File: src/rtl/slum_pkg.sv
`timescale 1ns / 1ps

package slum_pkg;

  // Capacity of each list
  localparam int unsigned LIST_DEPTH = 32;
  localparam int unsigned IDX_W = (LIST_DEPTH > 1) ? $clog2(LIST_DEPTH) : 1;
  localparam int unsigned CNT_W = $clog2(LIST_DEPTH + 1);
  localparam int unsigned DATA_W = 32;

  // Command codes
  localparam logic [1:0] CMD_APPEND_A = 2'd0;
  localparam logic [1:0] CMD_APPEND_B = 2'd1;
  localparam logic [1:0] CMD_MERGE    = 2'd2;

  // Merge sequencer states
  typedef enum logic [3:0] {
    ST_IDLE = 4'b0001,
    ST_SKIP = 4'b0010,
    ST_CMP  = 4'b0100,
    ST_FIN  = 4'b1000
  } state_e;

  // Status one list store hands to the sequencer
  typedef struct packed {
    logic [CNT_W-1:0] count;
    logic             full;
    logic             dup_at_ptr;
  } list_stat_t;

endpackage

File: src/rtl/slum_list.sv
`timescale 1ns / 1ps

module slum_list (
  input  logic                                    clk_i,
  input  logic                                    rst_ni,
  input  logic                                    wr_en_i,
  input  logic signed [slum_pkg::DATA_W-1:0]      wr_data_i,
  input  logic                                    clr_i,
  input  logic        [slum_pkg::CNT_W-1:0]       rd_ptr_i,
  output logic signed [slum_pkg::DATA_W-1:0]      rd_data_o,
  output slum_pkg::list_stat_t                    stat_o
);

  logic signed [slum_pkg::DATA_W-1:0] mem_q [slum_pkg::LIST_DEPTH];
  logic signed [slum_pkg::DATA_W-1:0] rd_q;
  logic signed [slum_pkg::DATA_W-1:0] prev_q;
  logic        [slum_pkg::LIST_DEPTH-1:0] dup_q, dup_d;
  logic        [slum_pkg::CNT_W-1:0] count_q, count_d;
  logic        [slum_pkg::IDX_W-1:0] wr_idx, prev_idx, rd_idx;
  logic                              full, do_wr;

  assign full     = (count_q == slum_pkg::CNT_W'(slum_pkg::LIST_DEPTH));
  assign do_wr    = wr_en_i && !full;
  assign wr_idx   = count_q[slum_pkg::IDX_W-1:0];
  assign prev_idx = slum_pkg::IDX_W'(count_q - slum_pkg::CNT_W'(1));
  assign rd_idx   = rd_ptr_i[slum_pkg::IDX_W-1:0];

  // Fill count
  always_comb begin
    count_d = count_q;
    if (clr_i) begin
      count_d = '0;
    end else if (do_wr) begin
      count_d = count_q + slum_pkg::CNT_W'(1);
    end
  end

  always_ff @(posedge clk_i or negedge rst_ni) begin
    if (!rst_ni) begin
      count_q <= '0;
    end else begin
      count_q <= count_d;
    end
  end

  // Repeat flags; an entry is flagged when its successor repeats it
  always_comb begin
    dup_d = dup_q;
    if (do_wr) begin
      dup_d[wr_idx] = 1'b0;
      if (count_q != '0) begin
        dup_d[prev_idx] = (prev_q == wr_data_i);
      end
    end
  end

  // Storage
  always_ff @(posedge clk_i) begin
    if (do_wr) begin
      mem_q[wr_idx] <= wr_data_i;
      prev_q        <= wr_data_i;
    end
    dup_q <= dup_d;
    rd_q  <= mem_q[rd_idx];
  end

  assign rd_data_o        = rd_q;
  assign stat_o.count      = count_q;
  assign stat_o.full       = full;
  assign stat_o.dup_at_ptr = dup_q[rd_idx];

endmodule

File: src/rtl/slum_cmp.sv
`timescale 1ns / 1ps

module slum_cmp (
  input  logic signed [slum_pkg::DATA_W-1:0] a_i,
  input  logic signed [slum_pkg::DATA_W-1:0] b_i,
  output logic                               lt_o,
  output logic                               gt_o
);

  // Signed two's-complement compare shared by every merge step
  assign lt_o = (a_i < b_i);
  assign gt_o = (a_i > b_i);

endmodule

File: src/rtl/sorted_list_union_merge_top.sv
`timescale 1ns / 1ps

// Sorted-list union merge. Command 0 or 1 appends value_i to the first or
// second list in the accepting cycle and leaves busy_o low; an append to a
// full list is dropped and flagged. Command 2 merges: busy_o stays high
// while a sequencer walks both lists with one shared signed comparator,
// collapsing runs of equal neighbours. Each repeated entry is skipped in a
// step of its own, and both lists skip in the same cycle when both sit on a
// repeat. Each emitted result takes a pointer check, then a compare on the
// registered memory read, and the merge finishes with a last pointer check
// and the closing step; merging two empty lists runs only those two steps.
// Results appear one per valid_o pulse and cannot be held off: the
// receiver must take each one in the cycle it is shown. last_o marks the
// final result, shown in the cycle in which busy_o drops, and dropped_o
// on it reports any append lost since the previous merge. Merging two
// empty lists gives no result. Both lists are empty after every merge.
module sorted_list_union_merge_top (
  input  logic                               clk_i,
  input  logic                               rst_ni,
  input  logic                               start_i,
  input  logic        [1:0]                  command_i,
  input  logic signed [slum_pkg::DATA_W-1:0] value_i,
  output logic                               busy_o,
  output logic                               valid_o,
  output logic signed [slum_pkg::DATA_W-1:0] value_res_o,
  output logic                               last_o,
  output logic                               dropped_o
);

  slum_pkg::state_e     state_q, state_d;
  slum_pkg::list_stat_t stat_a, stat_b;

  logic [slum_pkg::CNT_W-1:0] a_q, a_d, b_q, b_d;
  logic signed [slum_pkg::DATA_W-1:0] rd_a, rd_b;
  logic signed [slum_pkg::DATA_W-1:0] pend_q, pend_d, out_val_q, out_val_d;
  logic pend_vld_q, pend_vld_d;
  logic out_vld_q, out_vld_d, out_last_q, out_last_d, out_drop_q, out_drop_d;
  logic ovf_q, ovf_d;
  logic accept, wr_a, wr_b, clr;
  logic a_live, b_live, lt, gt;

  assign accept = start_i && !busy_o;
  assign wr_a   = accept && (command_i == slum_pkg::CMD_APPEND_A);
  assign wr_b   = accept && (command_i == slum_pkg::CMD_APPEND_B);
  assign a_live = (a_q < stat_a.count);
  assign b_live = (b_q < stat_b.count);

  slum_list u_list_a (
    .clk_i     (clk_i),
    .rst_ni    (rst_ni),
    .wr_en_i   (wr_a),
    .wr_data_i (value_i),
    .clr_i     (clr),
    .rd_ptr_i  (a_q),
    .rd_data_o (rd_a),
    .stat_o    (stat_a)
  );

  slum_list u_list_b (
    .clk_i     (clk_i),
    .rst_ni    (rst_ni),
    .wr_en_i   (wr_b),
    .wr_data_i (value_i),
    .clr_i     (clr),
    .rd_ptr_i  (b_q),
    .rd_data_o (rd_b),
    .stat_o    (stat_b)
  );

  slum_cmp u_cmp (
    .a_i  (rd_a),
    .b_i  (rd_b),
    .lt_o (lt),
    .gt_o (gt)
  );

  // Merge sequencer
  always_comb begin
    state_d    = state_q;
    a_d        = a_q;
    b_d        = b_q;
    pend_d     = pend_q;
    pend_vld_d = pend_vld_q;
    out_vld_d  = 1'b0;
    out_val_d  = out_val_q;
    out_last_d = 1'b0;
    out_drop_d = 1'b0;
    ovf_d      = ovf_q;
    clr        = 1'b0;
    unique case (state_q)
      slum_pkg::ST_IDLE: begin
        if ((wr_a && stat_a.full) || (wr_b && stat_b.full)) begin
          ovf_d = 1'b1;
        end
        if (accept && (command_i == slum_pkg::CMD_MERGE)) begin
          a_d        = '0;
          b_d        = '0;
          pend_vld_d = 1'b0;
          state_d    = slum_pkg::ST_SKIP;
        end
      end
      slum_pkg::ST_SKIP: begin
        // step past repeated neighbours, one entry per cycle
        if (a_live && stat_a.dup_at_ptr) begin
          a_d = a_q + slum_pkg::CNT_W'(1);
        end
        if (b_live && stat_b.dup_at_ptr) begin
          b_d = b_q + slum_pkg::CNT_W'(1);
        end
        if (!(a_live && stat_a.dup_at_ptr) && !(b_live && stat_b.dup_at_ptr)) begin
          if (!a_live && !b_live) begin
            state_d = slum_pkg::ST_FIN;
          end else begin
            state_d = slum_pkg::ST_CMP;
          end
        end
      end
      slum_pkg::ST_CMP: begin
        // pick the next union item; hold it until the one after is known
        if (a_live && b_live) begin
          if (lt) begin
            pend_d = rd_a;
            a_d    = a_q + slum_pkg::CNT_W'(1);
          end else if (gt) begin
            pend_d = rd_b;
            b_d    = b_q + slum_pkg::CNT_W'(1);
          end else begin
            pend_d = rd_b;
            a_d    = a_q + slum_pkg::CNT_W'(1);
            b_d    = b_q + slum_pkg::CNT_W'(1);
          end
        end else if (a_live) begin
          pend_d = rd_a;
          a_d    = a_q + slum_pkg::CNT_W'(1);
        end else begin
          pend_d = rd_b;
          b_d    = b_q + slum_pkg::CNT_W'(1);
        end
        pend_vld_d = 1'b1;
        if (pend_vld_q) begin
          out_vld_d = 1'b1;
          out_val_d = pend_q;
        end
        state_d = slum_pkg::ST_SKIP;
      end
      slum_pkg::ST_FIN: begin
        if (pend_vld_q) begin
          out_vld_d  = 1'b1;
          out_val_d  = pend_q;
          out_last_d = 1'b1;
          out_drop_d = ovf_q;
        end
        pend_vld_d = 1'b0;
        ovf_d      = 1'b0;
        clr        = 1'b1;
        state_d    = slum_pkg::ST_IDLE;
      end
      default: begin
        state_d = slum_pkg::ST_IDLE;
      end
    endcase
  end

  // Control registers
  always_ff @(posedge clk_i or negedge rst_ni) begin
    if (!rst_ni) begin
      state_q    <= slum_pkg::ST_IDLE;
      pend_vld_q <= 1'b0;
      out_vld_q  <= 1'b0;
      out_last_q <= 1'b0;
      out_drop_q <= 1'b0;
      ovf_q      <= 1'b0;
      a_q        <= '0;
      b_q        <= '0;
    end else begin
      state_q    <= state_d;
      pend_vld_q <= pend_vld_d;
      out_vld_q  <= out_vld_d;
      out_last_q <= out_last_d;
      out_drop_q <= out_drop_d;
      ovf_q      <= ovf_d;
      a_q        <= a_d;
      b_q        <= b_d;
    end
  end

  // Payload registers
  always_ff @(posedge clk_i) begin
    pend_q    <= pend_d;
    out_val_q <= out_val_d;
  end

  assign busy_o      = (state_q != slum_pkg::ST_IDLE);
  assign valid_o     = out_vld_q;
  assign value_res_o = out_val_q;
  assign last_o      = out_last_q;
  assign dropped_o   = out_drop_q;

endmodule

File: config.mk
export PLATFORM = sky130hd
export DESIGN_NAME = sorted_list_union_merge_top
export DESIGN_NICKNAME = d
export VERILOG_FILES = /design/src/rtl/slum_pkg.sv /design/src/rtl/slum_list.sv /design/src/rtl/slum_cmp.sv /design/src/rtl/sorted_list_union_merge_top.sv
export SDC_FILE = /design/constraint.sdc
export NUM_CORES = 2
export LEC_CHECK = 0
export BUFFER_PORTS_ARGS = -buffer_cell sky130_fd_sc_hd__buf_4
export CAP_MARGIN = 20
export CORE_MARGIN = 1
export CORE_UTILIZATION = 55
export CTS_BUF_LIST = sky130_fd_sc_hd__clkbuf_8
export DETAILED_ROUTE_END_ITERATION = 16
export GPL_TIMING_DRIVEN = 0
export PLACE_DENSITY = 0.71
export SLEW_MARGIN = 20
export SYNTH_ARGS = -nofsm -noshare
export SYNTH_HDL_FRONTEND = slang
export SYNTH_SLANG_ARGS = --single-unit
File: constraint.sdc
create_clock -name clk_i -period 6.1 [get_ports clk_i]
set_input_delay 0.61 -clock clk_i [delete_from_list [all_inputs] [get_ports clk_i]]
set_output_delay 0.61 -clock clk_i [all_outputs]
set_load 0.02 [all_outputs]
==> run summary <==
Slew HR -> 21.4%
Top post-synthesis cells by area -> edfxtp_1 74%, mux4_2 16%, dfxtp_1 1.4%
Detailed placement HPWL -> 142 mm
Fmax -> 0.195 GHz
Max IR drop VDD -> 0.000238 V
Overall Global Routing Usage -> 26.7%
Top cells by count, synth -> 2240 x edfxtp_1, 652 x mux4_2, 125 x nor2_1
Core area -> 164000 um^2
Routed WL -> 220 mm
Gpl congestion -> 0.893
Sink Count -> 2337
DRT Pass-1 Iters -> 13
Netlist cell types -> 68
HP Class -> in -> reg
Vias in the first global route -> 45100
FFs w/ async S/R, synth -> 1.41%
Cts hold-fix bufs -> 5
CP Data Arrival Time -> 5.84 ns
R2R Path End -> u_list_b.mem_q[13][15]
Hold Vio Cnt, Final -> 0
Largest net degree at the start of global routing -> 72
Starting DRC count in detailed routing -> 6049
EDFF count, synth -> 2240
PostCTS Resize Cnt -> 0
Via count -> 45300
Worst-margin pin slew -> 1.18 ns
IO Pins -> 73
FP Rows -> 148
Die Area -> 167000 um^2
LEAKAGE -> 32.3 nW
Mapped Cells -> 4061
IO buf count -> 72
Hold_sp -> value_i[8]
Fin Setup TNS -> 0 ns
Setup crit end -> u_list_b.mem_q[13][15]
# nets final -> 4704
Most used DFF post-synth -> edfxtp_1
Unrepaired setup endpoints after global routing -> no
CTS clock-pin slew for the worst setup and hold paths -> 0.06 ns
Worst-path maximum fanout -> 46
Initial Util -> 55.6%
Die Y -> 409 um
Post-CTS setup buffer count -> 0
Final period utilization -> 83.9%
Clock skew -> 0.0669 ns
Grt ovf -> 0
Worst Reg-to-Reg Cells -> 12
Routed Antenna Nets -> 0
Final core utilization -> 63.3%
CP Launch Type -> flip-flop
Share of the synthesized area in the top cell type -> 74.0%
Final Max Slew Viols -> 0
Placed insts -> 6411
Total nets after synthesis -> 4150
Critical Path RT -> 6.82 ns
Die span in x -> 409 um
Endpoints failing setup -> 0
Worst setup startpoint -> state_q[2]
CTS tree -> done
Initial antenna violation count -> 6
Avg Cell Area, Syn -> 22.4 um^2
Power Density -> 337 nW/um^2
Max cap viols -> 0
DR WL/cell -> 31.2 um
H-Tree Depth -> 5
CP endpoint kind -> flip-flop
CTS root buf -> clkbuf_8
Status -> completed
First-pass GRT wire length -> 317 mm
Register-to-Register Setup Slack -> 0.98 ns
Fillers -> 10600
Crit Path Class -> reg -> reg
Cell area after synthesis -> 90900 um^2
Ys Warns -> 0
Worst R2R Start -> state_q[2]
Sequential element share of the synthesized area -> 76.3%
Most frequent cell after synthesis -> edfxtp_1
Num CTS Buffers -> 371
Area Growth Syn to Fin -> 13.9%
Via density -> 6.41
Final period demand of the worst path -> 5.12 ns
Worst hold slack -> 0.108 ns
Clock buffer depth -> 4
Layout cell share with drive strength beyond 1 -> 31.4%
DR DRC count -> 0
Post-synth top area cell -> edfxtp_1
Finished Layout Cells -> 7067
Clock latency on the worst-skew pair -> 1.07 ns
Yosys reg bits -> 2337
Pwr Total -> 34.9 mW
metal layers:
layer  vias up  part of all wire, %  track usage [%]
met1     24000                   42             41.2
met4         4                  2.0             6.81
met2      2653                   46             39.2
met5         -                0.012                0
met3       293                   10             5.60
li1      18300                    -                -
kinds of logic after synthesis:
family / Yosys count / share of synthesized area, %
simple gates: 355 / 1.87
compound gates: 193 / 1.36
xor+xnor: 73 / 0.703
flops: 2337 / 76.3
fa+ha+maj: 52 / 0.716
mux: 798 / 17.9
buf+inv: 253 / 1.15
through the flow:
stage / instance area, um^2 / setup WS, ns
final: 104000 / 0.982
after global routing: 104000 / 0.742
after CTS: 104000 / 0.936
after detailed placement: 96800 / 0.989
after global placement: 94200 / -2.89
after floorplan: 90900 / 0.931
registers in the layout, summed over array words and instances, names as in the netlist:
register	count
a_q	6
b_q	6
dropped_o	1
last_o	1
ovf_q	1
pend_q	32
pend_vld_q	1
state_q	4
u_list_a.count_q	6
u_list_a.dup_q	32
u_list_a.mem_q	1024
u_list_a.prev_q	32
u_list_a.rd_data_o	32
u_list_b.count_q	6
u_list_b.dup_q	32
u_list_b.mem_q	1024
u_list_b.prev_q	32
u_list_b.rd_data_o	32
valid_o	1
value_res_o	32
worst max-delay path: stages, from the launching register on:
cell and delay [ns]:
dfrtp_1 0.46, nor4b_4 0.39, nand4b_1 0.41, nand2b_1 0.28, clkbuf_1 0.41, inv_4 0.47
buf_16 0.28, nand2_1 0.53, nor3_2 0.63, buf_4 0.27, buf_4 0.20, buf_6 0.18
buf_4 0.21
power by group:
part           internal (mW)  leakage [nW]  switching, mW
clock network           6.32          3.86           5.99
logic                   1.77          7.35           2.69
registers               17.9          21.1          0.142
total                   26.0          32.3           8.82
layout make-up:
type	instances	area, um^2	share of cell area [%]
Clock inverter	255	1290	1.24
Buffer	192	828	0.800
Antenna cell	1	2.50	0.00242
Inverter	61	236	0.228
Multi-Input combinational cell	1471	21000	20.3
Timing Repair Buffer	181	2720	2.63
Sequential cell	2337	69400	67.0
Tap cell	2175	2720	2.63
Clock buffer	394	5420	5.24
worst min path at each step:
stage,slack (ns),to,cells past startpoint
detailed placement,0.41,value_res_o[25],0
CTS,0.008,ovf_q,5
global placement,0.40,value_res_o[22],0
finish,0.11,u_list_a.mem_q[1][8],1
floorplan,0.31,a_q[0],0
global route,0.06,ovf_q,5
cell usage in the layout, fill, tap and decap left out, drive strengths merged, types with 5 or more instances in the layout:
cell	netlist	routed
a21o	6	6
a21oi	22	22
a22oi	7	7
a32oi	5	5
and3	5	5
buf	90	262
bufinv	0	9
clkbuf	102	501
clkinv	3	125
clkinvlp	0	8
dfrtp	32	32
dfxtp	64	64
edfxtp	2240	2240
ha	52	52
inv	58	174
mux2	102	102
mux2i	44	44
mux4	652	652
nand2	79	79
nand2b	8	8
nand3	49	49
nand3b	5	5
nand4	30	30
nor2	125	125
nor2b	5	5
nor3	20	20
nor4	6	6
o211ai	27	27
o21a	5	5
o21ai	75	75
o22ai	5	5
o31ai	18	18
or3	7	7
xnor2	73	73
Power figures use the tool's default switching activity.
